[src/rtl/mms_pkg.sv]
// ----------------------------------------------------------------------------
// mms_pkg: shared constants and types
// sizes, status codes and the sample store write request for the statistics
// engine
// ----------------------------------------------------------------------------
package mms_pkg;

  localparam int MAX_SAMPLES = 64;
  localparam int SAMPLE_BITS = 16;

  localparam int ADDR_W = $clog2(MAX_SAMPLES);
  localparam int CNT_W  = $clog2(MAX_SAMPLES + 1);
  localparam int SUM_W  = SAMPLE_BITS + ADDR_W;
  localparam int SQ_W   = 2 * SAMPLE_BITS;
  localparam int S2_W   = SQ_W + ADDR_W;
  localparam int D_W    = 2 * SUM_W;
  localparam int DVD_W  = D_W + 16;
  localparam int DVS_W  = 2 * CNT_W;
  localparam int RT_W   = DVD_W / 2;
  localparam int MEAN_W = SAMPLE_BITS + 8;
  localparam int SD_W   = 24;

  localparam logic [1:0] ST_OK     = 2'd0;
  localparam logic [1:0] ST_SINGLE = 2'd1;
  localparam logic [1:0] ST_EXCESS = 2'd2;

  typedef struct packed {
    logic                          en;
    logic [ADDR_W-1:0]             addr;
    logic signed [SAMPLE_BITS-1:0] data;
  } mms_wr_t;

endpackage

[src/rtl/mean_median_stddev_engine.sv]
// ----------------------------------------------------------------------------
// mean_median_stddev_engine: descriptive statistics over a set of samples
// loads signed samples one per request and, after the last one, returns the
// mean, the median and the sample standard deviation of the set
//
//   channel   handshake           ports
//   request   start & !busy       sample, is_last
//   result    done (one cycle)    mean_q8, median_value, stddev_q8, set_size,
//                                 status
//
// a sample request without is_last leaves busy low; a request with is_last
// raises busy for the median ranking over the sample ram, a bit-serial
// divider pass and, for count > 1, CNT_W multiply steps, a second divider
// pass and RT_W square root steps. reset is synchronous and empties the set;
// the ram needs no clearing. results cannot be stalled, done lasts one cycle
// ----------------------------------------------------------------------------
module mean_median_stddev_engine (
  input  logic                                   clk,
  input  logic                                   rst,
  input  logic                                   start,
  output logic                                   busy,
  input  logic signed [mms_pkg::SAMPLE_BITS-1:0] sample,
  input  logic                                   is_last,
  output logic                                   done,
  output logic signed [mms_pkg::MEAN_W-1:0]      mean_q8,
  output logic signed [mms_pkg::SAMPLE_BITS-1:0] median_value,
  output logic [mms_pkg::SD_W-1:0]               stddev_q8,
  output logic [mms_pkg::CNT_W-1:0]              set_size,
  output logic [1:0]                             status
);
  import mms_pkg::*;

  localparam int K_W = $clog2(CNT_W);

  typedef enum logic [3:0] {
    S_IDLE, S_MED_GO, S_MED_WAIT, S_MEAN_GO, S_MEAN_WAIT, S_MUL, S_SUB,
    S_VAR_GO, S_VAR_WAIT, S_SQ_GO, S_SQ_WAIT, S_OUT
  } state_t;

  state_t state;

  logic [CNT_W-1:0]              count;
  logic signed [SUM_W-1:0]       sum;
  logic [S2_W-1:0]               s2;
  logic                          ovf;
  logic                          sq_v1;
  logic                          sq_v2;
  logic signed [SAMPLE_BITS-1:0] sq_x;
  logic [SQ_W-1:0]               sq_p;
  logic [D_W-1:0]                acc;
  logic [D_W-1:0]                s1sq;
  logic [D_W-1:0]                dvar;
  logic [K_W-1:0]                k;
  logic                          accept;
  logic                          store_ok;
  mms_wr_t                       wr;
  logic                          med_done;
  logic signed [SAMPLE_BITS-1:0] med;
  logic                          div_start;
  logic [DVD_W-1:0]              div_dvd;
  logic [DVS_W-1:0]              div_dvs;
  logic                          div_done;
  logic [DVD_W-1:0]              div_q;
  logic                          sq_done;
  logic [RT_W-1:0]               sq_root;
  logic [SUM_W-1:0]              sum_abs;
  logic signed [D_W-1:0]         sum_sq;
  logic [MEAN_W-1:0]             q_mean;

  assign busy     = (state != S_IDLE);
  assign accept   = start && !busy;
  assign store_ok = count < CNT_W'(MAX_SAMPLES);

  // store write request
  assign wr.en   = accept && store_ok;
  assign wr.addr = count[ADDR_W-1:0];
  assign wr.data = sample;

  assign sum_abs = sum[SUM_W-1] ? SUM_W'(-sum) : SUM_W'(sum);
  assign sum_sq  = sum * sum;
  assign q_mean  = div_q[MEAN_W-1:0];

  // divider operands: mean pass or variance pass
  assign div_start = (state == S_MEAN_GO) || (state == S_VAR_GO);
  assign div_dvd   = (state == S_MEAN_GO) ? (DVD_W'(sum_abs) << 8) : {dvar, 16'h0000};
  assign div_dvs   = (state == S_MEAN_GO) ? DVS_W'(count) :
                     DVS_W'(count) * DVS_W'(count - 1'b1);

  mms_median u_median (
    .clk    (clk),
    .rst    (rst),
    .wr     (wr),
    .start  (state == S_MED_GO),
    .n      (count),
    .done   (med_done),
    .median (med)
  );

  mms_divider u_div (
    .clk      (clk),
    .rst      (rst),
    .start    (div_start),
    .dividend (div_dvd),
    .divisor  (div_dvs),
    .done     (div_done),
    .quotient (div_q)
  );

  mms_isqrt u_sqrt (
    .clk      (clk),
    .rst      (rst),
    .start    (state == S_SQ_GO),
    .radicand (div_q),
    .done     (sq_done),
    .root     (sq_root)
  );

  // sum of squares pipeline, drained long before it is used
  always_ff @(posedge clk) begin
    sq_x <= sample;
    sq_p <= sq_x * sq_x;
  end

  always_ff @(posedge clk) begin
    if (rst) begin
      state <= S_IDLE;
      count <= '0;
      sum   <= '0;
      s2    <= '0;
      ovf   <= 1'b0;
      sq_v1 <= 1'b0;
      sq_v2 <= 1'b0;
      done  <= 1'b0;
    end else begin
      done  <= 1'b0;
      sq_v1 <= wr.en;
      sq_v2 <= sq_v1;
      if (sq_v2) begin
        s2 <= s2 + S2_W'(sq_p);
      end
      unique case (state)
        S_IDLE: begin
          if (accept) begin
            if (store_ok) begin
              count <= count + 1'b1;
              sum   <= sum + SUM_W'(sample);
            end else begin
              ovf <= 1'b1;
            end
            if (is_last) begin
              state <= S_MED_GO;
            end
          end
        end
        S_MED_GO: state <= S_MED_WAIT;
        S_MED_WAIT: begin
          if (med_done) begin
            median_value <= med;
            state        <= S_MEAN_GO;
          end
        end
        S_MEAN_GO: state <= S_MEAN_WAIT;
        S_MEAN_WAIT: begin
          if (div_done) begin
            mean_q8 <= sum[SUM_W-1] ? MEAN_W'(-q_mean) : q_mean;
            acc     <= '0;
            k       <= '0;
            s1sq    <= D_W'(sum_sq);
            if (count == CNT_W'(1)) begin
              stddev_q8 <= '0;
              state     <= S_OUT;
            end else begin
              state <= S_MUL;
            end
          end
        end
        // n * s2 by shift and add
        S_MUL: begin
          if (count[k]) begin
            acc <= acc + (D_W'(s2) << k);
          end
          if (k == K_W'(CNT_W - 1)) begin
            state <= S_SUB;
          end else begin
            k <= k + 1'b1;
          end
        end
        S_SUB: begin
          dvar  <= acc - s1sq;
          state <= S_VAR_GO;
        end
        S_VAR_GO: state <= S_VAR_WAIT;
        S_VAR_WAIT: begin
          if (div_done) begin
            state <= S_SQ_GO;
          end
        end
        S_SQ_GO: state <= S_SQ_WAIT;
        S_SQ_WAIT: begin
          if (sq_done) begin
            stddev_q8 <= (sq_root > RT_W'({SD_W{1'b1}})) ? {SD_W{1'b1}} : SD_W'(sq_root);
            state     <= S_OUT;
          end
        end
        S_OUT: begin
          done     <= 1'b1;
          set_size <= count;
          status   <= ovf ? ST_EXCESS : ((count == CNT_W'(1)) ? ST_SINGLE : ST_OK);
          count    <= '0;
          sum      <= '0;
          s2       <= '0;
          ovf      <= 1'b0;
          state    <= S_IDLE;
        end
        default: state <= S_IDLE;
      endcase
    end
  end

  // a result only follows the output step
  a_done_after_out: assert property (@(posedge clk) disable iff (rst)
    done |-> $past(state == S_OUT))
    else $error("result strobe without output step");

  // a reported set is never empty
  a_size_nonzero: assert property (@(posedge clk) disable iff (rst)
    done |-> set_size != '0)
    else $error("empty set reported");

  // a request into a full store marks the overflow
  a_full_flags: assert property (@(posedge clk) disable iff (rst)
    (accept && !store_ok) |=> ovf)
    else $error("dropped sample not flagged");

  // the store fill never passes capacity
  a_count_bound: assert property (@(posedge clk) disable iff (rst)
    count <= CNT_W'(MAX_SAMPLES))
    else $error("store fill beyond capacity");

endmodule

[src/rtl/mms_divider.sv]
// ----------------------------------------------------------------------------
// mms_divider: restoring divider
// unsigned quotient, one bit per cycle, shared by the mean and the variance
// ----------------------------------------------------------------------------
module mms_divider (
  input  logic                      clk,
  input  logic                      rst,
  input  logic                      start,
  input  logic [mms_pkg::DVD_W-1:0] dividend,
  input  logic [mms_pkg::DVS_W-1:0] divisor,
  output logic                      done,
  output logic [mms_pkg::DVD_W-1:0] quotient
);
  import mms_pkg::*;

  localparam int C_W = $clog2(DVD_W + 1);

  logic [DVS_W-1:0] rem;
  logic [DVS_W-1:0] dvs;
  logic [C_W-1:0]   cnt;
  logic             run;
  logic [DVS_W:0]   rem_sh;
  logic             fits;

  // trial subtract of the shifted remainder
  assign rem_sh = {rem, quotient[DVD_W-1]};
  assign fits   = rem_sh >= {1'b0, dvs};

  always_ff @(posedge clk) begin
    if (rst) begin
      run  <= 1'b0;
      done <= 1'b0;
      cnt  <= '0;
    end else begin
      done <= 1'b0;
      if (start) begin
        run      <= 1'b1;
        cnt      <= C_W'(DVD_W);
        rem      <= '0;
        dvs      <= divisor;
        quotient <= dividend;
      end else if (run) begin
        if (fits) begin
          rem <= DVS_W'(rem_sh - {1'b0, dvs});
        end else begin
          rem <= rem_sh[DVS_W-1:0];
        end
        quotient <= {quotient[DVD_W-2:0], fits};
        cnt      <= cnt - 1'b1;
        if (cnt == C_W'(1)) begin
          run  <= 1'b0;
          done <= 1'b1;
        end
      end
    end
  end

endmodule

[src/rtl/mms_isqrt.sv]
// ----------------------------------------------------------------------------
// mms_isqrt: integer square root
// floor of the root, one result bit per cycle from two radicand bits
// ----------------------------------------------------------------------------
module mms_isqrt (
  input  logic                      clk,
  input  logic                      rst,
  input  logic                      start,
  input  logic [mms_pkg::DVD_W-1:0] radicand,
  output logic                      done,
  output logic [mms_pkg::RT_W-1:0]  root
);
  import mms_pkg::*;

  localparam int C_W = $clog2(RT_W + 1);

  logic [DVD_W-1:0] rad;
  logic [RT_W+1:0]  rem;
  logic [C_W-1:0]   cnt;
  logic             run;
  logic [RT_W+1:0]  rem_sh;
  logic [RT_W+1:0]  trial;
  logic             fits;

  // bring down two bits and try root*4+1
  assign rem_sh = {rem[RT_W-1:0], rad[DVD_W-1:DVD_W-2]};
  assign trial  = {root, 2'b01};
  assign fits   = rem_sh >= trial;

  always_ff @(posedge clk) begin
    if (rst) begin
      run  <= 1'b0;
      done <= 1'b0;
      cnt  <= '0;
    end else begin
      done <= 1'b0;
      if (start) begin
        run  <= 1'b1;
        cnt  <= C_W'(RT_W);
        rad  <= radicand;
        rem  <= '0;
        root <= '0;
      end else if (run) begin
        rad  <= {rad[DVD_W-3:0], 2'b00};
        rem  <= fits ? rem_sh - trial : rem_sh;
        root <= {root[RT_W-2:0], fits};
        cnt  <= cnt - 1'b1;
        if (cnt == C_W'(1)) begin
          run  <= 1'b0;
          done <= 1'b1;
        end
      end
    end
  end

endmodule

[src/rtl/mms_median.sv]
// ----------------------------------------------------------------------------
// mms_median: sample store and median finder
// holds the samples in a synchronous ram and finds the middle elements by
// ranking each entry against a scan of the filled part of the store
// ----------------------------------------------------------------------------
module mms_median (
  input  logic                                  clk,
  input  logic                                  rst,
  input  mms_pkg::mms_wr_t                      wr,
  input  logic                                  start,
  input  logic [mms_pkg::CNT_W-1:0]             n,
  output logic                                  done,
  output logic signed [mms_pkg::SAMPLE_BITS-1:0] median
);
  import mms_pkg::*;

  typedef enum logic [2:0] {
    S_IDLE, S_VREQ, S_VCAP, S_SCAN, S_TAIL, S_RANK, S_FIN
  } state_t;

  state_t state;

  logic signed [SAMPLE_BITS-1:0] mem [MAX_SAMPLES];
  logic signed [SAMPLE_BITS-1:0] rd_data;
  logic [ADDR_W-1:0]             rd_addr;
  logic signed [SAMPLE_BITS-1:0] v;
  logic signed [SAMPLE_BITS-1:0] lo;
  logic signed [SAMPLE_BITS-1:0] hi;
  logic [ADDR_W-1:0]             i;
  logic [ADDR_W-1:0]             j;
  logic [ADDR_W-1:0]             jd;
  logic [ADDR_W-1:0]             n_last;
  logic [ADDR_W-1:0]             m_lo;
  logic [ADDR_W-1:0]             m_hi;
  logic [ADDR_W-1:0]             rank;
  logic                          cmp_valid;
  logic                          odd;
  logic                          below;
  logic [CNT_W-1:0]              n_m1;
  logic [CNT_W-1:0]              n_half;
  logic signed [SAMPLE_BITS:0]   pair;
  logic signed [SAMPLE_BITS:0]   pair_adj;

  assign rd_addr = (state == S_SCAN) ? j : i;
  assign n_m1    = n - 1'b1;
  assign n_half  = n >> 1;

  // entries that sort ahead of v, ties broken by position
  assign below = (rd_data < v) || ((rd_data == v) && (jd < i));

  // average of the two middles, truncated toward zero
  assign pair     = {lo[SAMPLE_BITS-1], lo} + {hi[SAMPLE_BITS-1], hi};
  assign pair_adj = pair + {{SAMPLE_BITS{1'b0}}, pair[SAMPLE_BITS]};

  // sample ram, one write and one registered read port
  always_ff @(posedge clk) begin
    if (wr.en) begin
      mem[wr.addr] <= wr.data;
    end
    rd_data <= mem[rd_addr];
  end

  always_ff @(posedge clk) begin
    if (rst) begin
      state     <= S_IDLE;
      done      <= 1'b0;
      cmp_valid <= 1'b0;
    end else begin
      done      <= 1'b0;
      cmp_valid <= (state == S_SCAN);
      jd        <= j;
      if (cmp_valid) begin
        rank <= rank + ADDR_W'(below);
      end
      unique case (state)
        S_IDLE: begin
          if (start) begin
            i      <= '0;
            n_last <= n_m1[ADDR_W-1:0];
            odd    <= n[0];
            m_hi   <= n_half[ADDR_W-1:0];
            m_lo   <= n[0] ? n_half[ADDR_W-1:0] : ADDR_W'(n_half - 1'b1);
            state  <= S_VREQ;
          end
        end
        S_VREQ: begin
          state <= S_VCAP;
        end
        S_VCAP: begin
          v     <= rd_data;
          j     <= '0;
          rank  <= '0;
          state <= S_SCAN;
        end
        S_SCAN: begin
          if (j == n_last) begin
            state <= S_TAIL;
          end else begin
            j <= j + 1'b1;
          end
        end
        S_TAIL: begin
          state <= S_RANK;
        end
        S_RANK: begin
          if (rank == m_lo) begin
            lo <= v;
          end
          if (rank == m_hi) begin
            hi <= v;
          end
          if (i == n_last) begin
            state <= S_FIN;
          end else begin
            i     <= i + 1'b1;
            state <= S_VREQ;
          end
        end
        S_FIN: begin
          median <= odd ? hi : pair_adj[SAMPLE_BITS:1];
          done   <= 1'b1;
          state  <= S_IDLE;
        end
        default: state <= S_IDLE;
      endcase
    end
  end

endmodule
[config.mk]
export PLATFORM = sky130hd
export DESIGN_NAME = mean_median_stddev_engine
export DESIGN_NICKNAME = d
export VERILOG_FILES = /design/src/rtl/mms_pkg.sv /design/src/rtl/mean_median_stddev_engine.sv /design/src/rtl/mms_divider.sv /design/src/rtl/mms_isqrt.sv /design/src/rtl/mms_median.sv
export SDC_FILE = /design/constraint.sdc
export NUM_CORES = 2
export LEC_CHECK = 0
export BUFFER_PORTS_ARGS = -buffer_cell sky130_fd_sc_hd__buf_4
export CAP_MARGIN = 20
export CELL_PAD_IN_SITES_DETAIL_PLACEMENT = 1
export CELL_PAD_IN_SITES_GLOBAL_PLACEMENT = 1
export CORE_UTILIZATION = 45
export DETAILED_ROUTE_END_ITERATION = 10
export PLACE_DENSITY = 0.79
export SYNTH_ARGS = -nofsm -noshare
export SYNTH_HDL_FRONTEND = slang
export SYNTH_HIERARCHICAL = 1
export SYNTH_SLANG_ARGS = --single-unit
[constraint.sdc]
create_clock -name clk -period 7.2 [get_ports clk]
set_input_delay 1.08 -clock clk [delete_from_list [all_inputs] [get_ports clk]]
set_output_delay 1.08 -clock clk [all_outputs]
set_load 0.005 [all_outputs]
Word level (Yosys, flattened, before mapping). Memories as Yosys holds them, arrays and structs flattened. A register that Yosys moved wholly into a read port is not among the register bits. Index checks and enable logic that the tools add are counted.

$add $sub $neg: 20. Multipliers: 3. Divide/modulo/power cells: 0. Order comparisons: 7. Eq/ne operators: 42. Shifts and indexed selects: 1. Mux-type cells: 74. Bitwise gates (word level): 3. Reduce and logical (&&, ||, !) cells: 44.

Operators by type and width (number): 60-bit two-way mux (5); 24-bit two-way mux (5); 30-bit two-way mux (3); 44-bit two-way mux (2); 44-bit one-hot mux with 2 select lines (1); 22-bit two-way mux (3); 6-bit two-way mux (8); 24-bit one-hot mux with 2 select lines (1); 44-bit adder (1); 22-bit by 22-bit multiplier with 44-bit output (1); 22-bit one-hot mux with 2 select lines (1); 4-bit one-hot mux with 11 select lines (1); 38-bit by 3-bit left shift with 44-bit output (1); 44-bit subtractor (1); 38-bit by 32-bit adder with 38-bit output (1); 32-bit greater-or-equal comparator (1); 16-bit by 16-bit multiplier with 32-bit output (1); 4-bit two-way mux (8); 30-bit by 24-bit > comparator with 1-bit output (second input constant) (1); 30-bit subtractor (1); 14-bit two-way mux (2); 6-bit equality test (4); 24-bit negation (1); 6-bit one-hot mux with 2 select lines (2); other kinds (56) (138).

Bits in registers: 666. Bits in latches: 0. RAM bits: 1024. Memory bits (read-only): 0. Bits of input ports: 20. Output and inout bits: 75. Logic and storage cells: 244. Memories: 1.

Memory list: u_median.mem (depth 64, width 16, rd ports 1, clocked after Yosys merged registers in 1, write ports 1, line mms_median.sv:23) `logic signed [SAMPLE_BITS-1:0] mem [MAX_SAMPLES];`.

Depth between registers and ports, before layout.
Depth after elaboration: 6. Mapped depth: 28. Gate-level depth less buffers: 26.

Cells and area by module. Netlist, hierarchy kept.

Modules (own cells, without submodules): mean_median_stddev_engine (times used 1, cells each 4985, area each 47205.3 µm², seq. area each 8658.3 µm²); mms_median (times used 1, cells each 2259, area each 45795.2 µm², seq. area each 34352.9 µm²); mms_isqrt (times used 1, cells each 615, area each 6982.9 µm², seq. area each 3743.6 µm²); mms_divider (times used 1, cells each 349, area each 4774.6 µm², seq. area each 2802.7 µm²).

Worst setup path before layout. OpenSTA, ideal clock, no wires.

Path type: register to register. From: register sum[21]. To: register s1sq[42], data pin. Library setup time: 0.264 ns. Arrival: 7.551 ns. Required time: 6.936 ns. Setup slack: -0.614 ns. Cell stages (with the launch flop): 27. Buffers on the path: 4. Cells stage by stage: dfxtp_1 -> clkbuf_1 -> clkbuf_1 -> clkbuf_1 -> clkbuf_1 -> nand2_1 -> inv_1 -> fa_1 -> fa_1 -> inv_1 -> fa_1 -> inv_1 -> fa_1 -> fa_1 -> fa_1 -> inv_1 -> fa_1 -> inv_1 -> ha_1 -> and4_1 -> nand3_1 -> or4_1 -> o221a_2 -> o311ai_1 -> o21a_1 -> a221oi_1 -> xnor2_1.

Cells in the longest elaborated chain, start to end: 1.

RTL lines: start: declaration (line mean_median_stddev_engine.sv:43) `logic signed [SUM_W-1:0] sum;`; start signal: assignment (line mean_median_stddev_engine.sv:146) `sum <= sum + SUM_W'(sample);`; 22-bit by 22-bit multiplier with 44-bit output (line mean_median_stddev_engine.sv:80) `assign sum_sq = sum * sum;`; via sum_sq[42] (line mean_median_stddev_engine.sv:67) `logic signed [D_W-1:0] sum_sq;`; end signal: assignment (line mean_median_stddev_engine.sv:168) `s1sq <= D_W'(sum_sq);`; end: declaration (line mean_median_stddev_engine.sv:51) `logic [D_W-1:0] s1sq;`.

The timed path passes the listed nets, and every way through them passes these cells. A chain may end at the register's enable or synchronous reset.

Worst setup path in the final report.
From: register sum[1]. To: register s1sq[42], data pin.

Same word-level chain as after synthesis.

==> flow_summary_export.csv <==
group,metric,value,unit
grt,antenna_found_initial,13,
routing,wl_per_cell,25.37,µm
placed_design,gp_congestion,0.9121,
routing,drc,0,
synth,synth_edf_count,1545,
final_layout,area_delta_synth_final,11.41,%
critical_path,slowest_stage,"fa_2",
critical_path,crit_top_cell,"fa_1",
cts,cts_tree,"yes",
sta,post-route-period-util,97.99,%
cts,clockBufferDepth,3,
status,status,"finished clean",
synth,yosysUniqueCellTypes,106,
final_layout,drive_above_1_share,14.05,%
placed_design,dp_slack,-115.7,ps
floorplan,core,230800,µm²
final_layout,fin_nets,9715,
routing,detail-route-antenna-nets,0,
critical_path,crit_path_end_kind,"flip-flop",
floorplan,ios,95,
cts,cts.sinks,1703,
synth,synth_top_flop_cell,"edfxtp_1",
synth,syn_inst,8208,
placed_design,dp_cells,11273,
grt,gr-total-overflow,0,
sta,hold_viol_final,0,
synth,synth_area_leaders,"edfxtp_1 (44%), fa_1 (14%), mux4_2 (6.1%), ha_1 (6.1%), inv_1 (4.0%)",
min_path,hp-class,"reg -> reg",
floorplan,rows,176,
power_and_ir_drop,p_leak,47.40,nW
synth,synth_most_common_cell,"edfxtp_1",
routing,drt-pass1-iter-count,7,
synth,synth_top_area_cell,"edfxtp_1",
synth,synth.top_cell.area_share,44.29,%
routing,vias,67216,
sta,max_slew.worst_pin.slew,1132,ps
cts,numCtsBuffers,183,
sta,max_clock_freq,0.1417,GHz
critical_path,critical_path_class,"reg -> reg",
floorplan,die_area,234700,µm²
critical_path,path_cells,"buf_4, nand2_1, inv_2, fa_2, fa_2, inv_4, fa_1, inv_1, fa_1, fa_1, fa_1, inv_1, fa_1, inv_1, ha_1, and4_1, nand3_1, or4_1, o221a_4, o311ai_4, o21a_1, a221oi_2, xnor2_1",
critical_path,cp_max_fo,7,
final_layout,utilization,50.57,%
critical_path,crit_family,"adder cells",
floorplan,die_x,484.5,µm
cts,clkSlewWorstSetupHoldPaths,70,ps
floorplan,die_h,484.5,µm
critical_path,path_buf_inv,6,
synth,avgSynthCellArea,12.76,µm²
sta,setup_violations,0,
sta,slew_violations,0,
grt,grt_pass1_wl,449800,µm
sta,whs,418.0,ps
sta,clock_skew,86.13,ps
final_layout,fin_cells,11625,
power_and_ir_drop,powerDensity,486.7,nW/µm²
grt,grt_max_degree,148,
synth,ys.warnings.count,6,
critical_path,slowest_delay,670,ps
job,maxCapViolCount,0,
critical_path,arrival,7630,ps
synth,yosys_register_bits,1703,
cts,postCtsSetupBuffers,0,
cts,insertion_delay,900,ps
routing,wirelength,295000,µm
floorplan,start_util,45.39,%
synth,yosysSeqAreaShare,47.31,%
routing,drt-initial-drc-count,5271,
sta,rsz0062_at_grt,"yes",
placed_design,io_buffers,94,
sta,setup_tns,0,ps
synth,synth_common_cells,"edfxtp_1 (1545), inv_1 (1116), fa_1 (741)",
grt,grt_pass1_vias,74145,
synth,synthArstFlopShare,0,%
cts,htree_levels,4,
sta,max-slew-margin-rel,24.48,%
cts,hold_buffers,0,
routing,viasPerCell,5.782,
final_layout,fillers,23308,
power_and_ir_drop,max-vdd-ir-drop,1.423,mV
cts,root_buffer,"clkbuf_16",
grt,grt_usage,25.15,%
sta,fin_crit,7055,ps
synth,synth_area,104800,µm²
sta,layout_setup_ws,144.6,ps
critical_path,critPathLaunchType,"flip-flop",
placed_design,dpl.hpwl,204900,µm
critical_path,cp.required,7780,ps
## through the flow
step                area, µm²  total power, mW
CTS                    116300            56.41
finish                 116700            56.80
detailed placement     110200            46.43
global placement       110200            44.69
floorplan              104800            35.66
global route           116700            60.88
## per-layer routing
| metal | wire, µm | global-route usage (%) | vias up |
|---|---|---|---|
| li1 | - | - | 29183 |
| met1 | 119300 | 32.00 | 35169 |
| met2 | 146800 | 43.13 | 2334 |
| met3 | 18260 | 4.054 | 526 |
| met4 | 10550 | 9.225 | 4 |
| met5 | 23 | 0 | - |
## cell usage in the layout, fill, tap and decap left out, types with 63 or more instances in the layout
master and count:
nand3_1 91, nand2_1 520, inv_1 1111, nor2b_1 67, buf_4 325, ha_1 510
mux2i_1 181, clkbuf_16 184, mux4_2 285, a21oi_1 275, dfxtp_1 143, edfxtp_1 1545
and2_1 170, nand2b_1 63, mux2_2 156, xor2_1 112, o22ai_1 68, nor3_1 72
fa_1 734, xnor2_1 262, o21ai_0 177, nor2_1 523, a21o_1 130
## cell type report
class / count / area, µm² / area share (%)
sequential: 1703 / 49590 / 42.49
clock buffer: 233 / 4858 / 4.163
multi-input combinational: 5074 / 50050 / 42.89
tap: 3026 / 3786 / 3.244
inverter: 1124 / 4225 / 3.620
antenna: 3 / 7.507 / 0.006432
clock inverter: 106 / 1245 / 1.067
timing repair buffer: 356 / 2949 / 2.527
## path summary, 6_finish.rpt
kind / startpoint / end / slack (ps) / cells after the start
setup reg to reg: sum[1] / s1sq[42] / 140 / 23
hold reg to reg: u_median/median[6] / median_value[6] / 420 / 0
hold / removal: u_median/median[6] / median_value[6] / 420 / 0
setup / recovery: sum[1] / s1sq[42] / 140 / 23
## what timing repair did
action,CTS,global route
pin swaps,0,7
resized for setup,6,60
endpoints found under the setup margin,5,15
## power breakdown
part	internal [mW]	leakage [nW]	switching, mW
logic	14.5	29.2	20.3
registers	12.0	15.2	0.432
clock network	5.38	2.93	4.21
total	31.9	47.4	24.9
## sequential cells by signal, indices dropped and copies added, names as in the netlist, 22 cells and up
signal	count
u_div/quotient	60
acc	44
s2	38
mean_q8	24
u_sqrt/rem	30
dvar	44
u_sqrt/root	30
sq_p	31
u_sqrt/rad	60
sum	22
stddev_q8	24
u_median/mem	1024
s1sq	43
## kinds of logic after synthesis
kind of cell | count (synthesis) | share of synthesized area [%]
buffers and inverters | 1438 | 5.234
XOR/XNOR | 375 | 3.135
flip-flops | 1703 | 47.31
adder cells (fa/ha/maj) | 1253 | 20.28
AND/OR/NAND/NOR | 1788 | 8.152
AO/OA/AOI/OAI | 1025 | 6.331
multiplexers | 625 | 9.562
other | 1 | 0.003580
(Power assumes the default switching activity.)
